[src/rtl/core/mmra_ram.sv]
// Single-port synchronous RAM with a registered read port.
// Generic; used by the allocator top level for the region table.
module mmra_ram #(
   parameter int WIDTH = 8,
   parameter int DEPTH = 16
) (
   input  logic                     clock,
   input  logic                     we,
   input  logic [$clog2(DEPTH)-1:0] addr,
   input  logic [WIDTH-1:0]         wdata,
   output logic [WIDTH-1:0]         rdata
);

   logic [WIDTH-1:0] mem [DEPTH];

   always_ff @(posedge clock) begin
      if (we) begin
         mem[addr] <= wdata;
      end
      rdata <= mem[addr];
   end

endmodule

[config.mk]
export PLATFORM = sky130hd
export DESIGN_NAME = mmra_ram
export DESIGN_NICKNAME = d
export VERILOG_FILES = /design/src/rtl/core/mmra_ram.sv
export SDC_FILE = /design/constraint.sdc
export NUM_CORES = 1
export LEC_CHECK = 0
export BUFFER_PORTS_ARGS = -buffer_cell sky130_fd_sc_hd__buf_4
export CAP_MARGIN = 20
export CORE_MARGIN = 10
export CORE_UTILIZATION = 58
export CTS_CLUSTER_SIZE = 12
export DETAILED_ROUTE_END_ITERATION = 7
export PLACE_DENSITY = 0.76
export SYNTH_ARGS = -nofsm -noshare
export SYNTH_HDL_FRONTEND = slang
export SYNTH_SLANG_ARGS = --single-unit
[constraint.sdc]
create_clock -name clock -period 6.4 [get_ports clock]
set_input_delay 1.92 -clock clock [delete_from_list [all_inputs] [get_ports clock]]
set_output_delay 1.92 -clock clock [all_outputs]
set_load 0.02 [all_outputs]
==> results of run 1 <==
==> state kept, by name, summed over array words and instances (netlist names) <==
signal / flops
mem: 128
rdata: 8
==> worst paths after layout <==
| check | from | endpoint | cells after the start |
|---|---|---|---|
| worst max-delay path | addr[0] | mem[1][3]$_DFFE_PP_ | 3 |
| worst min-delay path | mem[12][3]$_DFFE_PP_ | rdata[3]$_DFF_P_ | 3 |
| worst max register to register | mem[0][4]$_DFFE_PP_ | rdata[4]$_DFF_P_ | 3 |
| worst min register to register | mem[12][3]$_DFFE_PP_ | rdata[3]$_DFF_P_ | 3 |
==> through the flow <==
stage          cell area (um2)  std cells  setup WS, ns  hold slack, ns
6_report                  5850        383          3.14           0.695
5_1_grt                   5850        383          2.96           0.719
4_1_cts                   5840        382          3.01           0.690
3_5_place_dp              5320        351          2.56           0.679
3_3_place_gp              5300        348          2.63           0.657
2_1_floorplan             5070        230          2.99           0.635
==> area by class of cell <==
class                      count  area (um2)
sequential                   136        4000
clock inverter                 9        77.6
tap                          108         135
timing repair buffer          25         183
clock buffer                  22         443
fill                         550        2750
multi-input combinational     83        1000
==> layer usage <==
metal	vias to the layer above	GRT usage [%]	wire length, um
met5	-	0	0
met4	0	7.19	176
met3	11	4.62	690
met2	100	26.4	5200
met1	1189	19.8	3770
li1	1026	-	-
==> power groups by stage <==
stage                     logic [uW]  registers [uW]  clock network [uW]
final                            102            1000                 852
after global routing             110            1000                 906
after CTS                        104            1000                 860
after detailed placement         103            1020                   0
after global placement          99.7            1020                   0
after floorplan                 51.3            1030                   0
==> worst register-to-register path, stage by stage (launching register included) <==
cell      delay [ns]
edfxtp_1        0.37
mux4_2          0.47
a22oi_1         0.35
nand2_1         0.10
==> cells by family (layout without fill, tap and decap cells) <==
group	count (synthesis)	count (layout)	share of synthesized area, %
muxes	32	32	14.2
DFF	136	136	79.0
AOI/OAI and AO/OA	16	16	2.37
and+or+nand+nor	35	35	3.21
buffers and inverters	11	56	1.19
==> cell usage in the layout, fill, tap and decap left out, drive strengths merged, types with 2 or more instances in the layout <==
| cell | instances |
|---|---|
| nand3b | 2 |
| nor2b | 2 |
| a22oi | 16 |
| buf | 24 |
| nor2 | 13 |
| clkbuf | 23 |
| nand2 | 9 |
| nand2b | 2 |
| mux4 | 32 |
| edfxtp | 128 |
| clkinvlp | 3 |
| nor3 | 4 |
| dfxtp | 8 |
| clkinv | 5 |
==> metrics.md, run 1 <==
| Metric | Value |
|---|---|
| # IOs | `22` |
| Logic pwr share | `5.2%` |
| CTS sink count | `136` |
| Crit path max fanout | `39` |
| Largest net degree at the start of global routing | `40` |
| Switch Pwr | `400 uW` |
| Fin crit share | `50.9%` |
| Slew headroom | `47.0%` |
| Total number of vias | `2,326` |
| Die height | `113 um` |
| Diode count | `0` |
| Final setup violation count | `0` |
| CTS H-tree depth | `4` |
| CTS tree | `built` |
| Ys async rst share | `0%` |
| Total power | `1960 uW` |
| CP max-delay cell | `nor2_1` |
| Vias per cell | `6.07` |
| Synth cell types | `18` |
| Reg clk slew, reported paths | `0.06 ns` |
| Average size of a mapped cell | `22.0 um2` |
| DRT antenna net count | `0` |
| DR iter-0 viols | `207` |
| CP startpoint kind | `primary input` |
| Sequential fraction of design power | `51.2%` |
| Maximum VDD drop | `0.000209 V` |
| Fin. max-slew vios | `0` |
| Detailed Route WL | `9.85 mm` |
| Final Hold Viols | `0` |
| Post-Syn Area | `5070 um2` |
| First-pass GRT wire length | `15.1 mm` |
| Bufs on Longest Clock Path | `2` |
| Pwr Density | `335 nW/um2` |
| CP cell instances | `buf_4, nand2b_1, nor2_1` |
| Initial Util | `59.0%` |
| Yosys warning count | `0` |
| RSZ-0062 raised after global routing | `false` |
| Initial antenna violation count | `0` |
| Worst endpoint required time | `6.53 ns` |
| Post-cts sizing count | `0` |
| Post-synthesis sequential area ratio | `79.0%` |
| Post-CTS setup buffers | `0` |
| Internal Power | `1560 uW` |
| #FFs+latches synth | `136` |
| Count leader, synth | `edfxtp_1` |
| Die ar. | `12,900 um2` |
| Syn Inst Count | `230` |
| GRT Total Usage | `16.2%` |
| Die X-Extent | `113 um` |
| Post-synth top cells | `edfxtp_1 (128), mux4_2 (32), a22oi_1 (16)` |
| Final RePlAce weighted congestion | `0.873` |
| Largest area contributor in the netlist | `edfxtp_1` |
| CTS Root Cell | `clkbuf_8` |
| FMAX | `307 MHz` |
| Synth top area share | `75.9%` |
| Detailed placer's ending HPWL | `5.66 mm` |
| Hold Buf Count CTS | `0` |
| Layout Utilization | `68.0%` |
| Layout cell share with drive strength beyond 1 | `30.9%` |
| R2R setup slack | `4.99 ns` |
| CP bufs+invs | `1` |
| Area Overhead vs Synth | `15.4%` |
| Row Count | `34` |
| First-pass DRT Iterations | `5` |
| Grt ovf | `0` |
| Area contributors post-synth | `edfxtp_1 (76%), mux4_2 (14%), dfxtp_1 (3.2%), a22oi_1 (2.4%), nor2_1 (0.96%)` |
| Fin nets | `277` |
| Crit path max-delay family | `simple AND/OR/NAND/NOR gates` |
| WS Path Type | `primary input to flip-flop` |
| Measured slew at the worst slew-check pin | `0.792 ns` |
| Max-Cap Viols | `0` |
| Crit path DAT | `3.39 ns` |
| Worst-Skew Late Latency | `0.50 ns` |
| Final clock skew | `0.00549 ns` |
| Core area | `8590 um2` |
| HP Class | `flip-flop to flip-flop` |
| Drt wl/cell | `25.7 um` |
| Leakage power | `0.00191 uW` |
| I/O Buffers | `21` |
| Post-route DRC | `0` |
| Setup TNS | `0 ns` |
| Shortest period the worst path allows | `3.26 ns` |
| Vias in the first global route | `2,485` |
| Syn nets | `244` |
| Number of synthesized flops with an enable pin | `128` |
| TritonCTS buffer count | `17` |
| Clock power frac | `43.6%` |
| Switching portion of total power | `20.5%` |
| Ys flop type | `edfxtp_1` |
| Status | `finished, final reports clean` |
| Setup crit end kind | `flip-flop` |
| CP peak stage delay | `0.63 ns` |
No activity file was read; power rests on OpenSTA's default activity.
==> inputs of run 2 (changes only) <==
==> constraint.sdc (replaced) <==
create_clock -name clock -period 3.33 [get_ports clock]
set_input_delay 0.999 -clock clock [delete_from_list [all_inputs] [get_ports clock]]
set_output_delay 0.999 -clock clock [all_outputs]
set_load 0.02 [all_outputs]
==> metrics.md, run 2 (synthesis gave the netlist of run 1 again) <==
| Metric | Value |
|---|---|
| Final Hold Viols | `0 (unchanged)` |
| Crit path max fanout | `39 (unchanged)` |
| Layout cell share with drive strength beyond 1 | `34.5% (+3.6 points)` |
| CTS sink count | `136 (unchanged)` |
| Fin nets | `288 (+4.0%)` |
| Reg clk slew, reported paths | `0.06 ns (about the same)` |
| DRT antenna net count | `0 (unchanged)` |
| Post-route DRC | `0 (unchanged)` |
| Worst endpoint required time | `3.47 ns (-3.06 ns)` |
| I/O Buffers | `21 (unchanged)` |
| Largest regs | `mem: 128 flops, rdata: 8 flops` |
| Layout Utilization | `69.7% (+1.7 points)` |
| R2R setup slack | `1.94 ns (-3.05 ns)` |
| CP max-delay cell | `nor2_1` |
| Diode count | `0 (unchanged)` |
| Post-CTS setup buffers | `0 (unchanged)` |
| GRT Total Usage | `16.1% (-0.18 points)` |
| Status | `finished, final reports clean` |
| DR iter-0 viols | `262 (+27%)` |
| Maximum VDD drop | `0.000347 V (+66%)` |
| CTS H-tree depth | `4 (unchanged)` |
| Met2 GRT Util | `23.1% (-3.3 points)` |
| Hold Buf Count CTS | `0 (unchanged)` |
| Pwr Density | `651 nW/um2 (+95%)` |
| Max-Cap Viols | `0 (unchanged)` |
| Worst-Skew Late Latency | `0.52 ns (+0.02 ns)` |
| Area Overhead vs Synth | `18.3%` |
| Post-cts sizing count | `0 (unchanged)` |
| Shortest period the worst path allows | `2.30 ns` |
| Setup crit end kind | `flip-flop` |
| Met3 global-route usage | `5.30% (+0.68 points)` |
| TritonCTS buffer count | `17 (unchanged)` |
| Detailed placer's ending HPWL | `6.04 mm (+6.6%)` |
| RSZ-0062 raised after global routing | `false` |
| Dpl cell area | `5410 um2 (+1.8%)` |
| Grt ovf | `0 (unchanged)` |
| Row Count | `34 (unchanged)` |
| Bufs on Longest Clock Path | `2 (unchanged)` |
| Leakage power | `0.00199 uW (+4.4%)` |
| Fin. max-slew vios | `0 (unchanged)` |
| Die ar. | `12,900 um2 (unchanged)` |
| HP Class | `flip-flop to flip-flop` |
| Crit path max-delay family | `simple AND/OR/NAND/NOR gates` |
| Detailed Route WL | `9.77 mm (-0.80%)` |
| Most frequent cells in the layout | `edfxtp_1 (128), buf_4 (36), mux4_2 (32)` |
| Most flops, register | `mem` |
| Slew headroom | `48.1% (+1.1 points)` |
| Final setup violation count | `0 (unchanged)` |
| Die height | `113 um (unchanged)` |
| Vias in the first global route | `2,481 (-0.16%)` |
| CP peak stage delay | `0.63 ns (about the same)` |
| Setup TNS | `0 ns (unchanged)` |
| Max FFs per register | `128 (unchanged)` |
| Crit path DAT | `2.44 ns (-0.95 ns)` |
| Total number of vias | `2,415 (+3.8%)` |
| Final clock skew | `0.00692 ns (+0.00143 ns)` |
| Fin crit share | `69.0%` |
| Drt wl/cell | `24.7 um (-3.8%)` |
| Largest net degree at the start of global routing | `40 (unchanged)` |
| CP bufs+invs | `1 (unchanged)` |
| Die X-Extent | `113 um (unchanged)` |
| First-pass GRT wire length | `14.9 mm (-1.3%)` |
| Design Area, Final | `5990 um2 (+2.5%)` |
| FMAX | `435 MHz` |
| Met1 Track Usage GR | `21.2% (+1.4 points)` |
| First-pass DRT Iterations | `5 (unchanged)` |
| WS Path Type | `primary input to flip-flop` |
| CTS Root Cell | `clkbuf_8` |
| Commonest non-fill, non-tap cell in the layout | `edfxtp_1` |
| Measured slew at the worst slew-check pin | `0.776 ns (-0.0159 ns)` |
| Initial Util | `59.0% (unchanged)` |
| Core area | `8590 um2 (unchanged)` |
| CTS tree | `built` |
| Gr busiest metal | `met2` |
| CP cell instances | `buf_4, nand2_1, nor2_1` |
| CP startpoint kind | `primary input` |
| Vias per cell | `6.11 (+0.67%)` |
| Final RePlAce weighted congestion | `0.775 (-11%)` |
| # IOs | `22 (unchanged)` |
| Initial antenna violation count | `0 (unchanged)` |
run 2: cell types whose count changed in the layout (fill, tap and decap cells not counted), sizes merged:
cell | before | now
buf | 24 | 36
bufinv | 1 | 2
clkbuf | 23 | 21
clkinv | 5 | 4
clkinvlp | 3 | 4
inv | 0 | 1
run 2: path summary, 6_finish.rpt:
kind                         from              endpoint  cells after the start
min          mem[12][4]$_DFFE_PP_      rdata[4]$_DFF_P_                      3
max                       addr[0]  mem[15][3]$_DFFE_PP_                      3
max reg2reg  mem[10][7]$_DFFE_PP_      rdata[7]$_DFF_P_                      3
min reg2reg  mem[12][4]$_DFFE_PP_      rdata[4]$_DFF_P_                      3
run 2: power breakdown:
group          switching [uW]  total [uW]  internal, uW
Sequential               14.2        1930          1910
Clock                     658        1780          1120
Combinational             112         194          82.1
run 2: worst reg2reg max path, cell delays in order, from the launching register on:
cell	delay (ns)
edfxtp_1	0.37
mux4_2	0.46
a22oi_1	0.35
nand2_1	0.09
run 2: final cells by class:
| cell class | count | area, um2 |
|---|---|---|
| sequential | 136 | 4000 |
| fill | 533 | 2600 |
| multi-input combinational | 83 | 1000 |
| clock buffer | 21 | 459 |
| timing repair buffer | 36 | 270 |
| tap | 108 | 135 |
| clock inverter | 11 | 121 |
run 2: layer usage:
| metal | up-vias | wire, um |
|---|---|---|
| met4 | 0 | 297 |
| met1 | 1244 | 4050 |
| met3 | 24 | 689 |
| met2 | 97 | 4730 |
| li1 | 1050 | - |
| met5 | - | 0 |
run 2: through the flow:
step | instances | hold slack (ns) | power (uW) | setup slack, ns
final | 395 | 0.687 | 3900 | 1.03
after global routing | 395 | 0.710 | 4030 | 0.876
after CTS | 395 | 0.686 | 3940 | 0.998
after detailed placement | 363 | 0.659 | 2160 | 0.471
after global placement | 363 | 0.642 | 2150 | 0.564
after floorplan | 230 | 0.635 | 2070 | 0.838
